===== src/rtl/serial_packet_deframer_xor_check_unit_defines.svh =====
// Assertion macros shared by the deframer modules.
`ifndef SERIAL_PACKET_DEFRAMER_XOR_CHECK_UNIT_DEFINES_SVH
`define SERIAL_PACKET_DEFRAMER_XOR_CHECK_UNIT_DEFINES_SVH
`ifndef NO_ASSERTIONS
// Same-cycle implication, disabled while reset is asserted.
`define SPDX_ASSERT_IMPL(lbl, ck, rn, ante, cons) \
    lbl: assert property (@(posedge ck) disable iff (!rn) (ante) |-> (cons)) \
        else $error("assertion failed: same-cycle implication");
// Next-cycle implication, disabled while reset is asserted.
`define SPDX_ASSERT_NEXT(lbl, ck, rn, ante, cons) \
    lbl: assert property (@(posedge ck) disable iff (!rn) (ante) |=> (cons)) \
        else $error("assertion failed: next-cycle implication");
`else
`define SPDX_ASSERT_IMPL(lbl, ck, rn, ante, cons)
`define SPDX_ASSERT_NEXT(lbl, ck, rn, ante, cons)
`endif
`endif


===== src/rtl/spdx_pkg.sv =====
// Types and constants shared by the serial packet deframer.
`default_nettype none
package spdx_pkg;

    localparam int PAY_INDEX_W = 9;
    localparam int QUEUE_DEPTH = 2;
    localparam int QPTR_W      = $clog2(QUEUE_DEPTH);
    localparam int QCNT_W      = $clog2(QUEUE_DEPTH + 1);

    localparam logic [7:0] START_CMD  = 8'hFF;
    localparam logic [7:0] START_DATA = 8'hFE;
    localparam logic [7:0] START_ACK  = 8'hFD;

    localparam logic [1:0] EV_PAYLOAD = 2'd0;
    localparam logic [1:0] EV_CMD     = 2'd1;
    localparam logic [1:0] EV_DATA    = 2'd2;
    localparam logic [1:0] EV_ACK     = 2'd3;

    typedef enum logic [1:0] {
        MODE_HUNT,
        MODE_CMD,
        MODE_DATA,
        MODE_ACK
    } mode_t;

    typedef enum logic [2:0] {
        TOK_CMD_HDR,
        TOK_DATA_HDR,
        TOK_PAY,
        TOK_CMD_SUM,
        TOK_DATA_SUM,
        TOK_ACK
    } tok_kind_t;

    // One classified byte passed from front to back.
    typedef struct packed {
        tok_kind_t              kind;
        logic                   first;
        logic [7:0]             data;
        logic [PAY_INDEX_W-1:0] index;
    } tok_t;

    typedef struct packed {
        logic [7:0] rx_byte;
        logic       overrun;
    } in_t;

    typedef struct packed {
        logic [1:0]             event_res;
        logic [7:0]             payload_byte;
        logic [PAY_INDEX_W-1:0] payload_index;
        logic [7:0]             field_a;
        logic [7:0]             field_b;
        logic [7:0]             field_c;
        logic [7:0]             field_d;
        logic                   check_ok;
    } out_t;

endpackage
`default_nettype wire


===== src/rtl/spdx_front.sv =====
// Front end: hunts for start bytes, tracks packet position, classifies words.
`default_nettype none
module spdx_front #(
    parameter int PAYLOAD_BYTES = 512
) (
    input  wire logic          clk,
    input  wire logic          rst_n,
    input  wire logic          item_valid,
    input  wire logic          item_stall,
    input  wire spdx_pkg::in_t item,
    output logic               push,
    output spdx_pkg::tok_t     push_tok
);
    import spdx_pkg::*;

    localparam int CNT_W = $clog2(PAYLOAD_BYTES + 5);
    localparam int IDX_W = (CNT_W > PAY_INDEX_W) ? CNT_W : PAY_INDEX_W;
    localparam logic [CNT_W-1:0] CNT_ONE      = CNT_W'(1);
    localparam logic [CNT_W-1:0] CNT_CMD_LAST = CNT_W'(4);
    localparam logic [CNT_W-1:0] CNT_DAT_LAST = CNT_W'(3);
    localparam logic [CNT_W-1:0] CNT_PAY_FST  = CNT_W'(4);
    localparam logic [CNT_W-1:0] CNT_PAY_END  = CNT_W'(4 + PAYLOAD_BYTES);

    mode_t            mode_reg, mode_next;
    logic [CNT_W-1:0] count_reg, count_next;
    logic             take;
    logic [CNT_W-1:0] slot_full;
    logic [IDX_W-1:0] pay_full;
    logic [PAY_INDEX_W-1:0] slot_index;

    assign take       = item_valid && !item_stall && !item.overrun;
    assign slot_full  = count_reg - CNT_ONE;
    assign slot_index = {{(PAY_INDEX_W-2){1'b0}}, slot_full[1:0]};
    assign pay_full   = IDX_W'(count_reg) - IDX_W'(4);

    // Hold mode and position in packet
    always_ff @(posedge clk or negedge rst_n)
    begin
        if (!rst_n)
        begin
            mode_reg  <= MODE_HUNT;
            count_reg <= '0;
        end
        else
        begin
            mode_reg  <= mode_next;
            count_reg <= count_next;
        end
    end

    // Classify the word and advance the packet position
    always_comb
    begin
        mode_next      = mode_reg;
        count_next     = count_reg;
        push           = 1'b0;
        push_tok.kind  = TOK_ACK;
        push_tok.first = 1'b0;
        push_tok.data  = item.rx_byte;
        push_tok.index = '0;
        if (take)
        begin
            unique case (mode_reg)
                MODE_HUNT:
                begin
                    priority if (item.rx_byte == START_CMD)
                    begin
                        mode_next  = MODE_CMD;
                        count_next = CNT_ONE;
                    end
                    else if (item.rx_byte == START_DATA)
                    begin
                        mode_next  = MODE_DATA;
                        count_next = CNT_ONE;
                    end
                    else if (item.rx_byte == START_ACK)
                    begin
                        mode_next  = MODE_ACK;
                        count_next = CNT_ONE;
                    end
                    else
                    begin
                        mode_next = MODE_HUNT;
                    end
                end
                MODE_CMD:
                begin
                    push = 1'b1;
                    if (count_reg >= CNT_ONE && count_reg <= CNT_CMD_LAST)
                    begin
                        push_tok.kind  = TOK_CMD_HDR;
                        push_tok.first = (count_reg == CNT_ONE);
                        push_tok.index = slot_index;
                        count_next     = count_reg + CNT_ONE;
                    end
                    else
                    begin
                        push_tok.kind = TOK_CMD_SUM;
                        mode_next     = MODE_HUNT;
                        count_next    = '0;
                    end
                end
                MODE_DATA:
                begin
                    push = 1'b1;
                    priority if (count_reg >= CNT_ONE && count_reg <= CNT_DAT_LAST)
                    begin
                        push_tok.kind  = TOK_DATA_HDR;
                        push_tok.index = slot_index;
                        count_next     = count_reg + CNT_ONE;
                    end
                    else if (count_reg >= CNT_PAY_FST && count_reg < CNT_PAY_END)
                    begin
                        push_tok.kind  = TOK_PAY;
                        push_tok.first = (count_reg == CNT_PAY_FST);
                        push_tok.index = pay_full[PAY_INDEX_W-1:0];
                        count_next     = count_reg + CNT_ONE;
                    end
                    else
                    begin
                        push_tok.kind = TOK_DATA_SUM;
                        mode_next     = MODE_HUNT;
                        count_next    = '0;
                    end
                end
                MODE_ACK:
                begin
                    push          = 1'b1;
                    push_tok.kind = TOK_ACK;
                    mode_next     = MODE_HUNT;
                    count_next    = '0;
                end
                default:
                begin
                    mode_next  = MODE_HUNT;
                    count_next = '0;
                end
            endcase
        end
    end

    `include "serial_packet_deframer_xor_check_unit_defines.svh"

    `SPDX_ASSERT_IMPL(a_hunt_count, clk, rst_n, mode_reg == MODE_HUNT, count_reg == '0)
    `SPDX_ASSERT_IMPL(a_pkt_count, clk, rst_n, mode_reg != MODE_HUNT, count_reg != '0)

endmodule
`default_nettype wire


===== src/rtl/spdx_fifo.sv =====
// Short queue of classified words between front and back.
`default_nettype none
module spdx_fifo (
    input  wire logic            clk,
    input  wire logic            rst_n,
    input  wire logic            push,
    input  wire spdx_pkg::tok_t  push_tok,
    input  wire logic            pop,
    output logic                 full,
    output logic                 not_empty,
    output spdx_pkg::tok_t       head
);
    import spdx_pkg::*;

    tok_t              slot_reg [QUEUE_DEPTH];
    logic [QPTR_W-1:0] wr_ptr_reg, rd_ptr_reg;
    logic [QCNT_W-1:0] cnt_reg, cnt_next;

    assign full      = (cnt_reg == QCNT_W'(QUEUE_DEPTH));
    assign not_empty = (cnt_reg != '0);
    assign head      = slot_reg[rd_ptr_reg];

    // Store pushed words
    always_ff @(posedge clk)
    begin
        if (push)
        begin
            slot_reg[wr_ptr_reg] <= push_tok;
        end
    end

    // Track fill level
    always_comb
    begin
        cnt_next = cnt_reg;
        if (push && !pop)
        begin
            cnt_next = cnt_reg + QCNT_W'(1);
        end
        else if (pop && !push)
        begin
            cnt_next = cnt_reg - QCNT_W'(1);
        end
    end

    // Advance pointers
    always_ff @(posedge clk or negedge rst_n)
    begin
        if (!rst_n)
        begin
            wr_ptr_reg <= '0;
            rd_ptr_reg <= '0;
            cnt_reg    <= '0;
        end
        else
        begin
            if (push)
            begin
                wr_ptr_reg <= wr_ptr_reg + QPTR_W'(1);
            end
            if (pop)
            begin
                rd_ptr_reg <= rd_ptr_reg + QPTR_W'(1);
            end
            cnt_reg <= cnt_next;
        end
    end

    `include "serial_packet_deframer_xor_check_unit_defines.svh"

    `SPDX_ASSERT_IMPL(a_no_overfill, clk, rst_n, push, !full || pop)
    `SPDX_ASSERT_IMPL(a_no_underrun, clk, rst_n, pop, not_empty)

endmodule
`default_nettype wire


===== src/rtl/spdx_back.sv =====
// Back end: keeps header bytes and running XOR, builds result words.
`default_nettype none
module spdx_back (
    input  wire logic            clk,
    input  wire logic            rst_n,
    input  wire logic            not_empty,
    input  wire spdx_pkg::tok_t  head,
    output logic                 pop,
    output logic                 res_valid,
    input  wire logic            res_stall,
    output spdx_pkg::out_t       res
);
    import spdx_pkg::*;

    logic [7:0] hdr_reg [4];
    logic [7:0] xor_reg, xor_next;
    logic       valid_reg, valid_next;
    out_t       res_reg, res_next;
    logic       emits;
    logic [1:0] slot;

    assign emits     = (head.kind != TOK_CMD_HDR) && (head.kind != TOK_DATA_HDR);
    assign pop       = not_empty && (!emits || !valid_reg || !res_stall);
    assign slot      = head.index[1:0];
    assign res_valid = valid_reg;
    assign res       = res_reg;

    // Build the next result word and XOR
    always_comb
    begin
        xor_next   = xor_reg;
        valid_next = valid_reg && res_stall;
        res_next   = res_reg;
        if (pop)
        begin
            if (emits)
            begin
                valid_next = 1'b1;
                res_next   = '0;
            end
            unique case (head.kind)
                TOK_CMD_HDR:
                begin
                    xor_next = head.first ? head.data : (xor_reg ^ head.data);
                end
                TOK_DATA_HDR:
                begin
                    xor_next = xor_reg;
                end
                TOK_PAY:
                begin
                    xor_next               = head.first ? head.data : (xor_reg ^ head.data);
                    res_next.event_res     = EV_PAYLOAD;
                    res_next.payload_byte  = head.data;
                    res_next.payload_index = head.index;
                end
                TOK_CMD_SUM:
                begin
                    res_next.event_res = EV_CMD;
                    res_next.field_a   = hdr_reg[0];
                    res_next.field_b   = hdr_reg[1];
                    res_next.field_c   = hdr_reg[2];
                    res_next.field_d   = hdr_reg[3];
                    res_next.check_ok  = (xor_reg == head.data);
                end
                TOK_DATA_SUM:
                begin
                    res_next.event_res = EV_DATA;
                    res_next.field_a   = hdr_reg[0];
                    res_next.field_b   = hdr_reg[1];
                    res_next.field_c   = hdr_reg[2];
                    res_next.check_ok  = (xor_reg == head.data);
                end
                TOK_ACK:
                begin
                    res_next.event_res = EV_ACK;
                    res_next.field_a   = head.data;
                    res_next.check_ok  = (head.data == 8'd0);
                end
                default:
                begin
                    xor_next = xor_reg;
                end
            endcase
        end
    end

    // Capture header bytes
    always_ff @(posedge clk)
    begin
        if (pop && (head.kind == TOK_CMD_HDR || head.kind == TOK_DATA_HDR))
        begin
            hdr_reg[slot] <= head.data;
        end
    end

    // Hold XOR and result payload
    always_ff @(posedge clk)
    begin
        xor_reg <= xor_next;
        res_reg <= res_next;
    end

    // Hold result valid
    always_ff @(posedge clk or negedge rst_n)
    begin
        if (!rst_n)
        begin
            valid_reg <= 1'b0;
        end
        else
        begin
            valid_reg <= valid_next;
        end
    end

    `include "serial_packet_deframer_xor_check_unit_defines.svh"

    `SPDX_ASSERT_NEXT(a_emit_valid, clk, rst_n, pop && emits, valid_reg)

endmodule
`default_nettype wire


===== src/rtl/serial_packet_deframer_xor_check_unit.sv =====
// Top level of the serial packet deframer with XOR check.
//
// Input channel (item_valid, item_stall, item) carries one received serial
// word per unstalled cycle (rx_byte, overrun flag); flagged words are dropped.
// Output channel (res_valid, res_stall, res) carries one result word per
// payload byte and one per completed command, data or ack packet.
// An accepted word is classified by the front end, written into the queue,
// and its result is taken into the output register in the back end.
// Throughput: one word per cycle while not stalled, set by the combinational
// front classifier and the one-pop-per-cycle back end behind a two-entry queue.
// Start words are not queued; header words produce no result and leave the back end at once.
// Reset returns the block to hunting for a start word with the queue empty
// and no result pending.
// When the receiver stalls, the output register holds its word, the queue
// fills behind it, and item_stall rises once both queue entries are taken.
`default_nettype none
module serial_packet_deframer_xor_check_unit #(
    parameter int PAYLOAD_BYTES = 512
) (
    input  wire logic           clk,
    input  wire logic           rst_n,
    input  wire logic           item_valid,
    output logic                item_stall,
    input  wire spdx_pkg::in_t  item,
    output logic                res_valid,
    input  wire logic           res_stall,
    output spdx_pkg::out_t      res
);
    import spdx_pkg::*;

    logic push;
    tok_t push_tok;
    logic pop;
    logic full;
    logic not_empty;
    tok_t head;

    assign item_stall = full;

    spdx_front #(
        .PAYLOAD_BYTES(PAYLOAD_BYTES)
    ) u_front (
        .clk        (clk),
        .rst_n      (rst_n),
        .item_valid (item_valid),
        .item_stall (item_stall),
        .item       (item),
        .push       (push),
        .push_tok   (push_tok)
    );

    spdx_fifo u_fifo (
        .clk       (clk),
        .rst_n     (rst_n),
        .push      (push),
        .push_tok  (push_tok),
        .pop       (pop),
        .full      (full),
        .not_empty (not_empty),
        .head      (head)
    );

    spdx_back u_back (
        .clk       (clk),
        .rst_n     (rst_n),
        .not_empty (not_empty),
        .head      (head),
        .pop       (pop),
        .res_valid (res_valid),
        .res_stall (res_stall),
        .res       (res)
    );

endmodule
`default_nettype wire

===== config.mk =====
export PLATFORM = sky130hd
export DESIGN_NAME = serial_packet_deframer_xor_check_unit
export DESIGN_NICKNAME = d
export VERILOG_FILES = /design/src/rtl/spdx_pkg.sv /design/src/rtl/spdx_front.sv /design/src/rtl/spdx_fifo.sv /design/src/rtl/spdx_back.sv /design/src/rtl/serial_packet_deframer_xor_check_unit.sv
export VERILOG_INCLUDE_DIRS = /design/src /design/src/rtl
export SDC_FILE = /design/constraint.sdc
export NUM_CORES = 1
export LEC_CHECK = 0
export BUFFER_PORTS_ARGS = -buffer_cell sky130_fd_sc_hd__buf_2
export CAP_MARGIN = 5
export CORE_ASPECT_RATIO = 0.6
export CORE_UTILIZATION = 63
export CTS_BUF_LIST = sky130_fd_sc_hd__clkbuf_16
export CTS_CLUSTER_SIZE = 8
export DETAILED_ROUTE_END_ITERATION = 10
export PLACE_DENSITY = 0.83
export SLEW_MARGIN = 30
export SYNTH_ARGS = -nofsm -noshare
export SYNTH_HDL_FRONTEND = slang
export SYNTH_SLANG_ARGS = --single-unit
export TNS_END_PERCENT = 50

===== constraint.sdc =====
create_clock -name clk -period 7.4 [get_ports clk]
set_input_delay 0.37 -clock clk [delete_from_list [all_inputs] [get_ports clk]]
set_output_delay 0.37 -clock clk [all_outputs]
set_load 0.02 [all_outputs]

==> results_tabular.tex <==
\begin{tabular}{lr}
\hline
Metric & Value \\
\hline
\multicolumn{2}{l}{\textbf{Yosys}} \\
\quad Post-synth cell types & 64 \\
\quad Largest cells by area after synthesis & sky130\_fd\_sc\_hd\_\_edfxtp\_1 62\%, sky130\_fd\_sc\_hd\_\_dfrtp\_1 6.5\%, sky130\_fd\_sc\_hd\_\_mux2i\_1 2.9\% \\
\quad Mapped Cells & 474 \\
\quad Number of nets in the synthesized netlist & 499 \\
\quad Summed instance area of the synthesized netlist & 0.00653 sq mm \\
\quad Top flip-flop cell by instance count after synthesis & sky130\_fd\_sc\_hd\_\_edfxtp\_1 \\
\quad Avg Cell Area, Syn & 13.8 sq um \\
\quad Number of warnings issued by yosys & 0 \\
\quad Dominant cell type by area after synthesis & sky130\_fd\_sc\_hd\_\_edfxtp\_1 \\
\quad Leading cell types by count after synthesis & 134 x sky130\_fd\_sc\_hd\_\_edfxtp\_1, 46 x sky130\_fd\_sc\_hd\_\_nor2\_1, 43 x sky130\_fd\_sc\_hd\_\_nand2\_1 \\
\quad Proportion of register bits with asynchronous set or reset after synthesis & 0.113 \\
\quad Number of enable-type register cells in the synthesized netlist & 134 \\
\quad Post-synthesis register bit count & 151 \\
\quad Share of the synthesized area in the top cell type & 0.616 \\
\quad Most instantiated library cell after synthesis & sky130\_fd\_sc\_hd\_\_edfxtp\_1 \\
\quad Sequential element share of the synthesized area & 0.681 \\
\multicolumn{2}{l}{\textbf{Clock tree}} \\
\quad Clock Root Buffer & sky130\_fd\_sc\_hd\_\_clkbuf\_16 \\
\quad CTS tree & done \\
\quad Register clock-pin slew on the reported worst setup and hold paths & 0.06 ns \\
\quad H-tree depth & 4 \\
\quad Maximum root-to-sink buffer count & 2 \\
\quad Total clock buffers created by CTS & 17 \\
\quad Worst-skew pair later-pin latency & 0.42 ns \\
\quad Number of sinks driven by the clock tree & 151 \\
\multicolumn{2}{l}{\textbf{Power}} \\
\quad Power density relative to cell area & 404 mW/mm\^{}2 \\
\quad Clock group share of total power & 0.292 \\
\quad NetSw & 1.04 mW \\
\quad Register share of total power & 0.417 \\
\quad Worst vdd ir & 0.000250 V \\
\quad Switching part of the total & 0.338 \\
\quad Total power draw & 3.08 mW \\
\quad Internal Pwr Total & 2.04 mW \\
\quad Leak pwr & 2.90 nW \\
\quad Combinational power share & 0.292 \\
\multicolumn{2}{l}{\textbf{Placed design}} \\
\quad GP Congestion & 0.928 \\
\quad Sum of net half-perimeters after detailed placement & 9330 um \\
\quad Count of input and output buffers & 66 \\
\quad Worst Setup Slack post-DPL & 4.58 ns \\
\multicolumn{2}{l}{\textbf{Timing}} \\
\quad Sum Neg Setup Slack & 0 ns \\
\quad Worst hold margin & 0.162 ns \\
\quad Number of hold violations in the final report & 0 \\
\quad Minimum clock period & 2.96 ns \\
\quad Slew Viols, Final & 0 \\
\quad Total of endpoints with negative setup slack in the final report & 0 \\
\quad Final Skew & 0.00647 ns \\
\quad Final Worst Setup Slack & 4.44 ns \\
\quad Unrepaired setup endpoints after global routing & false \\
\quad Slew Limit Headroom & 0.330 \\
\quad Worst-margin pin slew & 0.991 ns \\
\quad Maximum clock rate & 338 MHz \\
\quad Share of the clock period used by the worst path after layout & 0.399 \\
\multicolumn{2}{l}{\textbf{Routing}} \\
\quad Wire length per cell after detailed routing & 20.1 um \\
\quad TritonRoute pass-1 iters & 5 \\
\quad Residual antenna-violating net count after detailed routing & 0 \\
\quad Via Count & 4248 \\
\quad WL final & 14000 um \\
\quad Number of vias per cell after detailed routing & 6.10 \\
\quad DRC violations left & 0 \\
\quad Initial drt markers & 540 \\
\multicolumn{2}{l}{\textbf{Setup path}} \\
\quad Worst-path cell chain & buf\_4 -> nand2\_1 -> o32ai\_1 -> o21ai\_0 -> nor2\_1 \\
\quad Slowest stage delay, CP & 0.74 ns \\
\quad Top Family by Delay on Critical Path & compound AO/OA/AOI/OAI gates \\
\quad Critical path's slowest cell & sky130\_fd\_sc\_hd\_\_nor2\_1 \\
\quad Category of the most critical setup path & flop to flop \\
\quad CP max FO & 33 \\
\quad Required time of the critical path & 7.44 ns \\
\quad Arrival time reported for the critical path endpoint & 3.00 ns \\
\quad Setup crit end kind & flop \\
\quad Critical path buffers and inverters & 1 \\
\quad Startpoint types & flop \\
\multicolumn{2}{l}{\textbf{Finish}} \\
\quad Fraction of final layout cells with drive strength greater than 1 & 0.212 \\
\quad Antenna diode count & 0 \\
\quad Net count reported at finish & 575 \\
\quad Area growth syn-to-layout & 16.6\% \\
\quad Number of flip-flops in the largest register & 52 \\
\quad Fill count & 595 \\
\multicolumn{2}{l}{\textbf{Status}} \\
\quad Outcome & complete, no violations \\
\multicolumn{2}{l}{\textbf{GRT}} \\
\quad Global-route wire length before repair & 21500 um \\
\quad Gr usage total & 0.274 \\
\quad Total overflow reported by the global router & 0 \\
\quad Initial antenna violation count & 0 \\
\quad Vias in the first global route & 3918 \\
\quad Pin count of the biggest net entering global routing & 34 \\
\multicolumn{2}{l}{\textbf{Run}} \\
\quad Number of max-cap violations & 0 \\
\multicolumn{2}{l}{\textbf{Floorplan}} \\
\quad Number of rows created at floorplan & 28 \\
\quad Total core area & 0.00995 sq mm \\
\quad Ports placed on the boundary & 67 \\
\quad Die Span Y & 80.9 um \\
\quad Initial core utilization & 0.656 \\
\quad Die Area & 0.0108 sq mm \\
\quad Floorplan die width & 133 um \\
\multicolumn{2}{l}{\textbf{Min path}} \\
\quad Hold WC Path Type & input pin to flop \\
\hline
\end{tabular}
## timing repair
item	CTS	global route
setup buffers	0	0
hold buffers	1	0
gates resized for setup	0	0
endpoints found under the hold margin	17	0
## routing by layer
metal	global-route usage	share of wire	up-vias
met3	0.0843	0.11	30
met4	0.0886	0.016	0
li1	-	-	1890
met2	0.403	0.44	268
met5	0	0	-
met1	0.393	0.43	2060
## layout make-up
class                   instances  area, sq um  share of cell area
multi-input cells             289         1930               0.254
clock inverters                13          183              0.0240
well taps                     135          169              0.0222
inverters                      18         67.6             0.00888
repair buffers                 73          385              0.0506
clock buffers                  17          425              0.0559
flip-flops and latches        151         4450               0.584
## power by group through the flow
stage | combinational (mW) | clock [mW] | sequential (mW)
after floorplan | 0.461 | 0 | 1.44
after global placement | 0.854 | 0 | 1.29
after detailed placement | 0.873 | 0 | 1.29
after CTS | 0.892 | 0.901 | 1.28
after global routing | 0.963 | 0.933 | 1.30
final | 0.898 | 0.897 | 1.28
## layout by cell type (no fill, tap or decap), types with 4 or more instances in the layout
cell type and n:
sky130_fd_sc_hd__a21oi_1 6, sky130_fd_sc_hd__and2_1 16, sky130_fd_sc_hd__and3_1 10, sky130_fd_sc_hd__buf_2 66, sky130_fd_sc_hd__buf_4 6, sky130_fd_sc_hd__bufinv_16 4
sky130_fd_sc_hd__clkbuf_16 17, sky130_fd_sc_hd__dfrtp_1 17, sky130_fd_sc_hd__edfxtp_1 134, sky130_fd_sc_hd__ha_1 12, sky130_fd_sc_hd__inv_1 19, sky130_fd_sc_hd__mux2i_1 19
sky130_fd_sc_hd__nand2_1 43, sky130_fd_sc_hd__nand2b_1 8, sky130_fd_sc_hd__nand3_1 8, sky130_fd_sc_hd__nor2_1 46, sky130_fd_sc_hd__nor2b_1 4, sky130_fd_sc_hd__nor3_1 4
sky130_fd_sc_hd__o21ai_0 20, sky130_fd_sc_hd__o21ai_1 4, sky130_fd_sc_hd__or3_1 5, sky130_fd_sc_hd__xnor2_1 21, sky130_fd_sc_hd__xor2_1 5
## per-stage QoR
step           instances  utilization  area, sq um
2_1_floorplan        474            -         6530
3_3_place_gp         665        0.703         6990
3_5_place_dp         665        0.703         6990
4_1_cts              696        0.765         7610
5_1_grt              696        0.765         7610
6_report             696        0.765         7610
## worst paths after layout
check,startpoint,end,slack (ns),cells after the start
worst max register to register,u_fifo.rd_ptr_reg$_DFFE_PN0P_,u_back.hdr_reg[0][6]$_DFFE_PP_,4.44,5
worst min-delay path,item[8],u_fifo.slot_reg[0][16]$_DFFE_PP_,0.16,1
worst min register to register,u_back.hdr_reg[1][7]$_DFFE_PP_,u_back.res[24]$_SDFFCE_PP0P_,0.52,1
max in group asynchronous,rst_n,u_back.res_valid$_DFF_PN0_,6.66,2
worst max-delay path,u_fifo.rd_ptr_reg$_DFFE_PN0P_,u_back.hdr_reg[0][6]$_DFFE_PP_,4.44,5
min in group asynchronous,rst_n,u_front.mode_reg[0]$_DFFE_PN0P_,0.43,2
## logic make-up after synthesis
| family | share of synthesized area |
|---|---|
| xor+xnor | 0.0349 |
| fa+ha+maj | 0.0230 |
| mux | 0.0349 |
| flops | 0.681 |
| buf+inv | 0.0238 |
| simple gates | 0.135 |
| compound gates | 0.0669 |
No activity file was read; power rests on OpenSTA's default activity.
